==> config.mk <==
export PLATFORM = sky130hd
export DESIGN_NAME = pmtws_ctrl
export DESIGN_NICKNAME = d
export VERILOG_FILES = /design/src/rtl/core/pmtws_pkg.sv /design/src/rtl/core/pmtws_ctrl.sv
export SDC_FILE = /design/constraint.sdc
export NUM_CORES = 1
export LEC_CHECK = 0
export BUFFER_PORTS_ARGS = -buffer_cell sky130_fd_sc_hd__buf_4
export CORE_AREA = 2 2 39 41
export DETAILED_ROUTE_END_ITERATION = 16
export DIE_AREA = 0 0 41 43
export PLACE_DENSITY = 0.54
export REMOVE_ABC_BUFFERS = 1
export SYNTH_ARGS = -nofsm -noshare
export SYNTH_HDL_FRONTEND = slang
export SYNTH_SLANG_ARGS = --single-unit
==> constraint.sdc <==
create_clock -name clk -period 1.4 [get_ports clk]
set_input_delay 0 -clock clk [delete_from_list [all_inputs] [get_ports clk]]
set_output_delay 0 -clock clk [all_outputs]
set_load 0.05 [all_outputs]
==> src/rtl/core/pmtws_pkg.sv <==
// shared types and constants of the traffic window statistics block
package pmtws_pkg;

    localparam int NOW_W      = 32;
    localparam int KIND_W     = 16;
    localparam int BYTES_W    = 32;
    localparam int CMD_W      = 2;
    localparam int WIN_W      = 2;
    localparam int CNT_W      = 32;
    localparam int SUM_W      = 48;
    localparam int CFG_IDX_W  = 1;
    localparam int CFG_DATA_W = 16;

    // slot divider digests this many bits of the timestamp per cycle
    localparam int SLOT_STEPS = 8;

    localparam logic [KIND_W-1:0] KIND_A_RESET = 16'd0;
    localparam logic [KIND_W-1:0] KIND_B_RESET = 16'd1;

    localparam logic [CFG_IDX_W-1:0] CFG_KIND_A = 1'b0;
    localparam logic [CFG_IDX_W-1:0] CFG_KIND_B = 1'b1;

    typedef enum logic [CMD_W-1:0] {
        CMD_COUNT  = 2'd0,
        CMD_ERROR  = 2'd1,
        CMD_REPORT = 2'd2
    } cmd_t;

    typedef enum logic [WIN_W-1:0] {
        WIN_MINUTE = 2'd0,
        WIN_SHORT  = 2'd1,
        WIN_ALL    = 2'd2
    } win_t;

    typedef enum logic [3:0] {
        S_CLEAR,
        S_IDLE,
        S_SLOT,
        S_READ,
        S_MODIFY,
        S_WALK,
        S_DRAIN,
        S_EMIT
    } state_t;

    typedef struct packed {
        logic [CNT_W-1:0] stamp;
        logic [CNT_W-1:0] a_files;
        logic [CNT_W-1:0] a_bytes;
        logic [CNT_W-1:0] b_files;
        logic [CNT_W-1:0] b_bytes;
        logic [CNT_W-1:0] errors;
    } bucket_t;

    typedef struct packed {
        logic item_load;
        logic clear_step;
        logic rd_slot;
        logic wr_update;
        logic walk_init_minute;
        logic walk_init_short;
        logic walk_init_all;
        logic walk_step;
        logic out_load;
    } ctrl_cmd_t;

    typedef struct packed {
        logic             slot_done;
        logic [CMD_W-1:0] cmd;
        logic             addr_top;
        logic             rem_one;
        win_t             win;
        logic             out_full;
    } dp_stat_t;

endpackage

==> src/rtl/core/pmtws_ctrl.sv <==
// controller: sequences clearing, bucket updates and report walks
module pmtws_ctrl #(
    parameter int SHORT_WINDOW = 5
) (
    input  logic                           clk,
    input  logic                           rst_n,
    input  logic                           item_valid,
    input  logic [pmtws_pkg::CMD_W-1:0]    item_cmd,
    output logic                           item_ready,
    input  pmtws_pkg::dp_stat_t            stat,
    output pmtws_pkg::ctrl_cmd_t           ctl
);

    pmtws_pkg::state_t state_reg, state_next;
    logic              item_known;

    assign item_known = (item_cmd == pmtws_pkg::CMD_COUNT)
                     || (item_cmd == pmtws_pkg::CMD_ERROR)
                     || (item_cmd == pmtws_pkg::CMD_REPORT);

    always_ff @(posedge clk or negedge rst_n)
    begin
        if (!rst_n)
        begin
            state_reg <= pmtws_pkg::S_CLEAR;
        end
        else
        begin
            state_reg <= state_next;
        end
    end

    always_comb
    begin
        state_next = state_reg;
        unique case (state_reg)
            pmtws_pkg::S_CLEAR:
            begin
                if (stat.addr_top)
                    state_next = pmtws_pkg::S_IDLE;
            end
            pmtws_pkg::S_IDLE:
            begin
                if (item_valid && item_known)
                    state_next = pmtws_pkg::S_SLOT;
            end
            pmtws_pkg::S_SLOT:
            begin
                if (stat.slot_done)
                    state_next = (stat.cmd == pmtws_pkg::CMD_REPORT) ? pmtws_pkg::S_WALK
                                                                     : pmtws_pkg::S_READ;
            end
            pmtws_pkg::S_READ:   state_next = pmtws_pkg::S_MODIFY;
            pmtws_pkg::S_MODIFY: state_next = pmtws_pkg::S_IDLE;
            pmtws_pkg::S_WALK:
            begin
                if (stat.rem_one)
                    state_next = pmtws_pkg::S_DRAIN;
            end
            pmtws_pkg::S_DRAIN:  state_next = pmtws_pkg::S_EMIT;
            pmtws_pkg::S_EMIT:
            begin
                if (!stat.out_full)
                begin
                    unique case (stat.win)
                        pmtws_pkg::WIN_MINUTE:
                            state_next = (SHORT_WINDOW > 1) ? pmtws_pkg::S_WALK
                                                            : pmtws_pkg::S_EMIT;
                        pmtws_pkg::WIN_SHORT:  state_next = pmtws_pkg::S_WALK;
                        pmtws_pkg::WIN_ALL:    state_next = pmtws_pkg::S_IDLE;
                        default:               state_next = pmtws_pkg::S_IDLE;
                    endcase
                end
            end
            default: state_next = pmtws_pkg::S_IDLE;
        endcase
    end

    always_comb
    begin
        ctl        = '0;
        item_ready = 1'b0;
        unique case (state_reg)
            pmtws_pkg::S_CLEAR:  ctl.clear_step = 1'b1;
            pmtws_pkg::S_IDLE:
            begin
                item_ready    = 1'b1;
                // an unused command is swallowed without starting the slot divider
                ctl.item_load = item_valid && item_known;
            end
            pmtws_pkg::S_SLOT:
            begin
                ctl.walk_init_minute = stat.slot_done && (stat.cmd == pmtws_pkg::CMD_REPORT);
            end
            pmtws_pkg::S_READ:   ctl.rd_slot   = 1'b1;
            pmtws_pkg::S_MODIFY: ctl.wr_update = 1'b1;
            pmtws_pkg::S_WALK:   ctl.walk_step = 1'b1;
            pmtws_pkg::S_DRAIN:  ctl = '0;
            pmtws_pkg::S_EMIT:
            begin
                if (!stat.out_full)
                begin
                    ctl.out_load = 1'b1;
                    unique case (stat.win)
                        pmtws_pkg::WIN_MINUTE: ctl.walk_init_short = 1'b1;
                        pmtws_pkg::WIN_SHORT:  ctl.walk_init_all   = 1'b1;
                        pmtws_pkg::WIN_ALL:    ctl.walk_init_all   = 1'b0;
                        default:               ctl.walk_init_all   = 1'b0;
                    endcase
                end
            end
            default: ctl = '0;
        endcase
    end

endmodule

==> Word-level counts from Yosys, hierarchy flattened <==
Cells that the tools add are included.
{ "totals": {"register_bits": 4, "inputBits": 13, "out_inout_bits": 10, "wordCells": 47} }
{ "classes": {"eq_ne": 16, "muxes": 21, "reduce_logical": 9} }
{ "op_table": {"columns": ["operator", "n"], "rows": [
  ["case mux 4 bit (7 select lines)", 1],
  ["two-way mux 4 bit", 5],
  ["equality test 4 x 3 -> 1 bit, second input constant", 4],
  ["two-way mux 1 bit", 11],
  ["inequality test 2 bit, second input constant", 5],
  ["equality test 4 x 2 -> 1 bit, second input constant", 2],
  ["two-way mux 3 bit", 2],
  ["AND reduction 5 bit", 1],
  ["equality test 2 x 1 -> 1 bit, second input constant", 2],
  ["equality test 2 bit, second input constant", 2],
  ["equality test 4 x 1 -> 1 bit, second input constant", 1],
  ["zero test 2 bit", 2],
  ["zero test 4 bit", 1],
  ["two-way mux 2 bit", 2],
  ["logical AND 1 bit", 2],
  ["logical OR 1 bit", 2],
  ["OR reduction 2 bit", 1]
]} }

==> Depth between registers and ports, before layout <==
{ "logic_depth": {"depth_word": 6, "ltp_mapped": 5, "ltp_nobuf": 4} }

==> Least setup slack after synthesis <==
OpenSTA, ideal clock, no wires.
{ "synth_timing": {"path_kind": "register to output", "start": "register state_reg[2]", "end": "output ctl[2] (netlist name)", "t_arrival_ns": 2.314, "setup_slack_ns": -0.914, "path_stages_with_launch": 4, "n_path_buf": 1, "cell_sequence": "dfrtp_1 buf_2 nand3_1 nor4b_1"} }
{ "synth_lines": {"columns": ["element", "line", "text"], "rows": [
  ["start: declaration", "pmtws_ctrl.sv:14", "pmtws_pkg::state_t state_reg, state_next;"],
  ["start signal: assignment", "pmtws_ctrl.sv:25", "state_reg <= pmtws_pkg::S_CLEAR;"],
  ["start signal: assignment", "pmtws_ctrl.sv:29", "state_reg <= state_next;"],
  ["end: declaration", "pmtws_ctrl.sv:11", "output pmtws_pkg::ctrl_cmd_t ctl"]
]} }

==> results_dict.tcl <==
set metrics [dict create \
    outcome "complete, but fails checks" \
    violations "setup timing" \
    drc 0 \
    arrival_ns 1.41 \
    dpl.hpwl_um 659 \
    setup_viol 1 \
    initial_core_util_pct 21.3 \
    insertedDiodeCount 0 \
    rows 14 \
    grt_max_degree 12 \
    path_max_fanout 7 \
    synth_cell_type_count 25 \
    setup_ws_ns -0.00913 \
    dieHeight_um 43 \
    ir_drop_mv 0.897 \
    finalNonFillerCells 86 \
    r2r_slack_ns 0.04 \
    rsz0062_at_grt "yes" \
    r2r-start "state_reg[1]$_DFFE_PN0P_" \
    io_pins 23 \
    finalCritPeriodShare_pct 101 \
    htreeDepth 1 \
    max_cap_violations 0 \
    synthCells 39 \
    grtUsageTotal_pct 10.5 \
    antenna_found_initial 0 \
    ant_nets 0 \
    clk_pin_slew_worst_paths_ns 0.04 \
    netlist_area_sq_um 295 \
    path_buf_inv 2 \
    final_cell_mix "buf_4 (24), nor2_1 (6), buf_6 (4)" \
    r2r-end "state_reg[1]$_DFFE_PN0P_" \
    place_ws_ns 0.0101 \
    crit_path_top_delay_cell "dfrtp_2" \
    crit_path_cell_trace "or3b_4 > inv_2 > and2_4 > buf_8" \
    drt-initial-drc-count 6 \
    ys_warn_count 0 \
    dr.pass1.iters 2 \
    clock_path_buffers 2 \
    clk_latency_ns 0.23 \
    yosysSeqAreaShare_pct 25.4 \
    grt_pass1_wl_mm 1.28 \
    cts_tree "built" \
    cts_buffers 3 \
    ys_seq_elements 3 \
    dr_total_vias 420 \
    final_common_cell "buf_4" \
    grt-ovfl-total 0 \
    drv_slew 0 \
    root_buffer "clkbuf_4" \
    worstMarginPinSlew_ns 0.277 \
    crit_path_max_incr_delay_ns 0.45 \
    die-width_um 41 \
    skew_ns 0.00562 \
    num-fill-cells 144 \
    post-route-min-period_ns 1.41 \
    wl_um 919 \
    avgViaCountPerCell 4.88 \
    drive_above_1_share_pct 57.1 \
    nets 84 \
    pwr_density_cell_mw_per_mm2 2110 \
    cp_top_family "simple AND/OR/NAND/NOR gates" \
    p_leak_nw 0.291 \
    hold_viol_final 0 \
    max-slew-margin-rel_pct 81.5 \
    largest_reg_flops 3 \
    cts.sinks 3 \
    dieArea_sq_mm 0.00176 \
    endpoint_kind "output port" \
    fmax_mhz 710 \
    wire_per_inst_um 10.7 \
    first_global_vias 359 \
    syn_to_final_growth_pct 114 \
    hp-class "in -> async" \
    gp_congestion 0.750 \
    critPathRequiredTime_ns 1.40 \
    dp.cells 78 \
    port_buffers 22 \
    syn_area_per_cell_sq_um 7.57 \
    reg2regPathDepth 4 \
    crit_type "reg -> out" \
    start_kind "flop" \
    core_sq_mm 0.00138 \
]
==> routing by layer <==
metal / vias to the layer above / part of all wire [%] / track usage [%]
li1: 210 / - / -
met1: 192 / 41 / 11.9
met2: 18 / 49 / 17.2
met3: 0 / 9.5 / 1.57
met4: 0 / 0 / 6.00
met5: - / 0 / 0
==> kinds of logic (layout without fill, tap and decap cells) <==
group                  count (synthesis)  in the layout  share of synthesized area, %
buffers and inverters                  4             35                          5.93
AND/OR/NAND/NOR                       23             23                          43.6
AO/OA/AOI/OAI                          9              9                          25.0
flip-flops                             3              3                          25.4
==> layout make-up <==
type | instances | area, sq um | share of cell area [%]
multi-input cells | 32 | 254 | 40.3
repair buffers | 30 | 250 | 39.7
flip-flops and latches | 3 | 76.3 | 12.1
clock buffers | 4 | 26.3 | 4.17
well taps | 16 | 20.0 | 3.17
inverters | 1 | 3.75 | 0.595
==> per-stage QoR <==
stage	util, %	TNS, ns	power [mW]	area (sq um)	hold WS [ns]
after detailed placement	35.9	0	0.992	497	-0.207
after global placement	35.9	0	0.984	497	-0.207
after global routing	45.6	-0.0693	1.41	631	0.127
after floorplan	-	-2.68	0.709	282	-0.296
final	45.6	-0.00913	1.33	631	0.0944
after CTS	39.8	-0.00646	1.18	551	0.0966
==> how the worst max path moves through the flow <==
| stage | depth (start not counted) | endpoint | start |
|---|---|---|---|
| finish | 4 | ctl[8] | state_reg[1]$_DFFE_PN0P_ |
| global route | 4 | ctl[8] | state_reg[1]$_DFFE_PN0P_ |
| CTS | 4 | ctl[8] | state_reg[1]$_DFFE_PN0P_ |
| detailed placement | 4 | state_reg[1]$_DFFE_PN0P_ | state_reg[1]$_DFFE_PN0P_ |
| global placement | 4 | state_reg[1]$_DFFE_PN0P_ | state_reg[1]$_DFFE_PN0P_ |
| floorplan | 2 | ctl[2] | state_reg[1]$_DFFE_PN0P_ |
==> worst reg2reg max path: cells and delay by family, from the launching register on <==
kind / cells / cell delay [ns]
AO/OA/AOI/OAI: 3 / 0.39
flip-flops: 1 / 0.45
AND/OR/NAND/NOR: 1 / 0.40
==> Yosys cell counts (all sizes together) <==
library cell  count  area (sq um)
or3b              1          8.76
dfrtp             3          75.1
a31oi             2          12.5
nand2             3          11.3
nor2              6          22.5
nor4              1          6.26
and2              1          6.26
o32a              1          10.0
nor3b             2          15.0
and3              1          6.26
a21oi             1          5.00
nand4             1          6.26
clkbuf            1          3.75
nor2b             3          18.8
o21a              1          7.51
and3b             1          8.76
nor4b             1          8.76
inv               1          3.75
buf               2          10.0
a2111oi           1          15.0
a21boi            1          7.51
nand3             1          5.00
nor3              1          5.00
o31ai             1          7.51
o221ai            1          8.76
==> what timing repair did <==
action	CTS	global route
buffers inserted	0	3
endpoints found under the hold margin	3	0
hold buffers	1	0
cloned	0	0
endpoints found under the setup margin	2	4
resized for setup	7	9
pin swaps	1	2
==> report_power, final <==
| part | leakage (nW) | internal [mW] | total [mW] | switching, mW |
|---|---|---|---|---|
| clock | 0.0150 | 0.107 | 0.149 | 0.0421 |
| sequential | 0.0314 | 0.134 | 0.192 | 0.0584 |
| combinational | 0.244 | 0.416 | 0.987 | 0.571 |
Note: power is estimated with default switching activity, not from simulation.
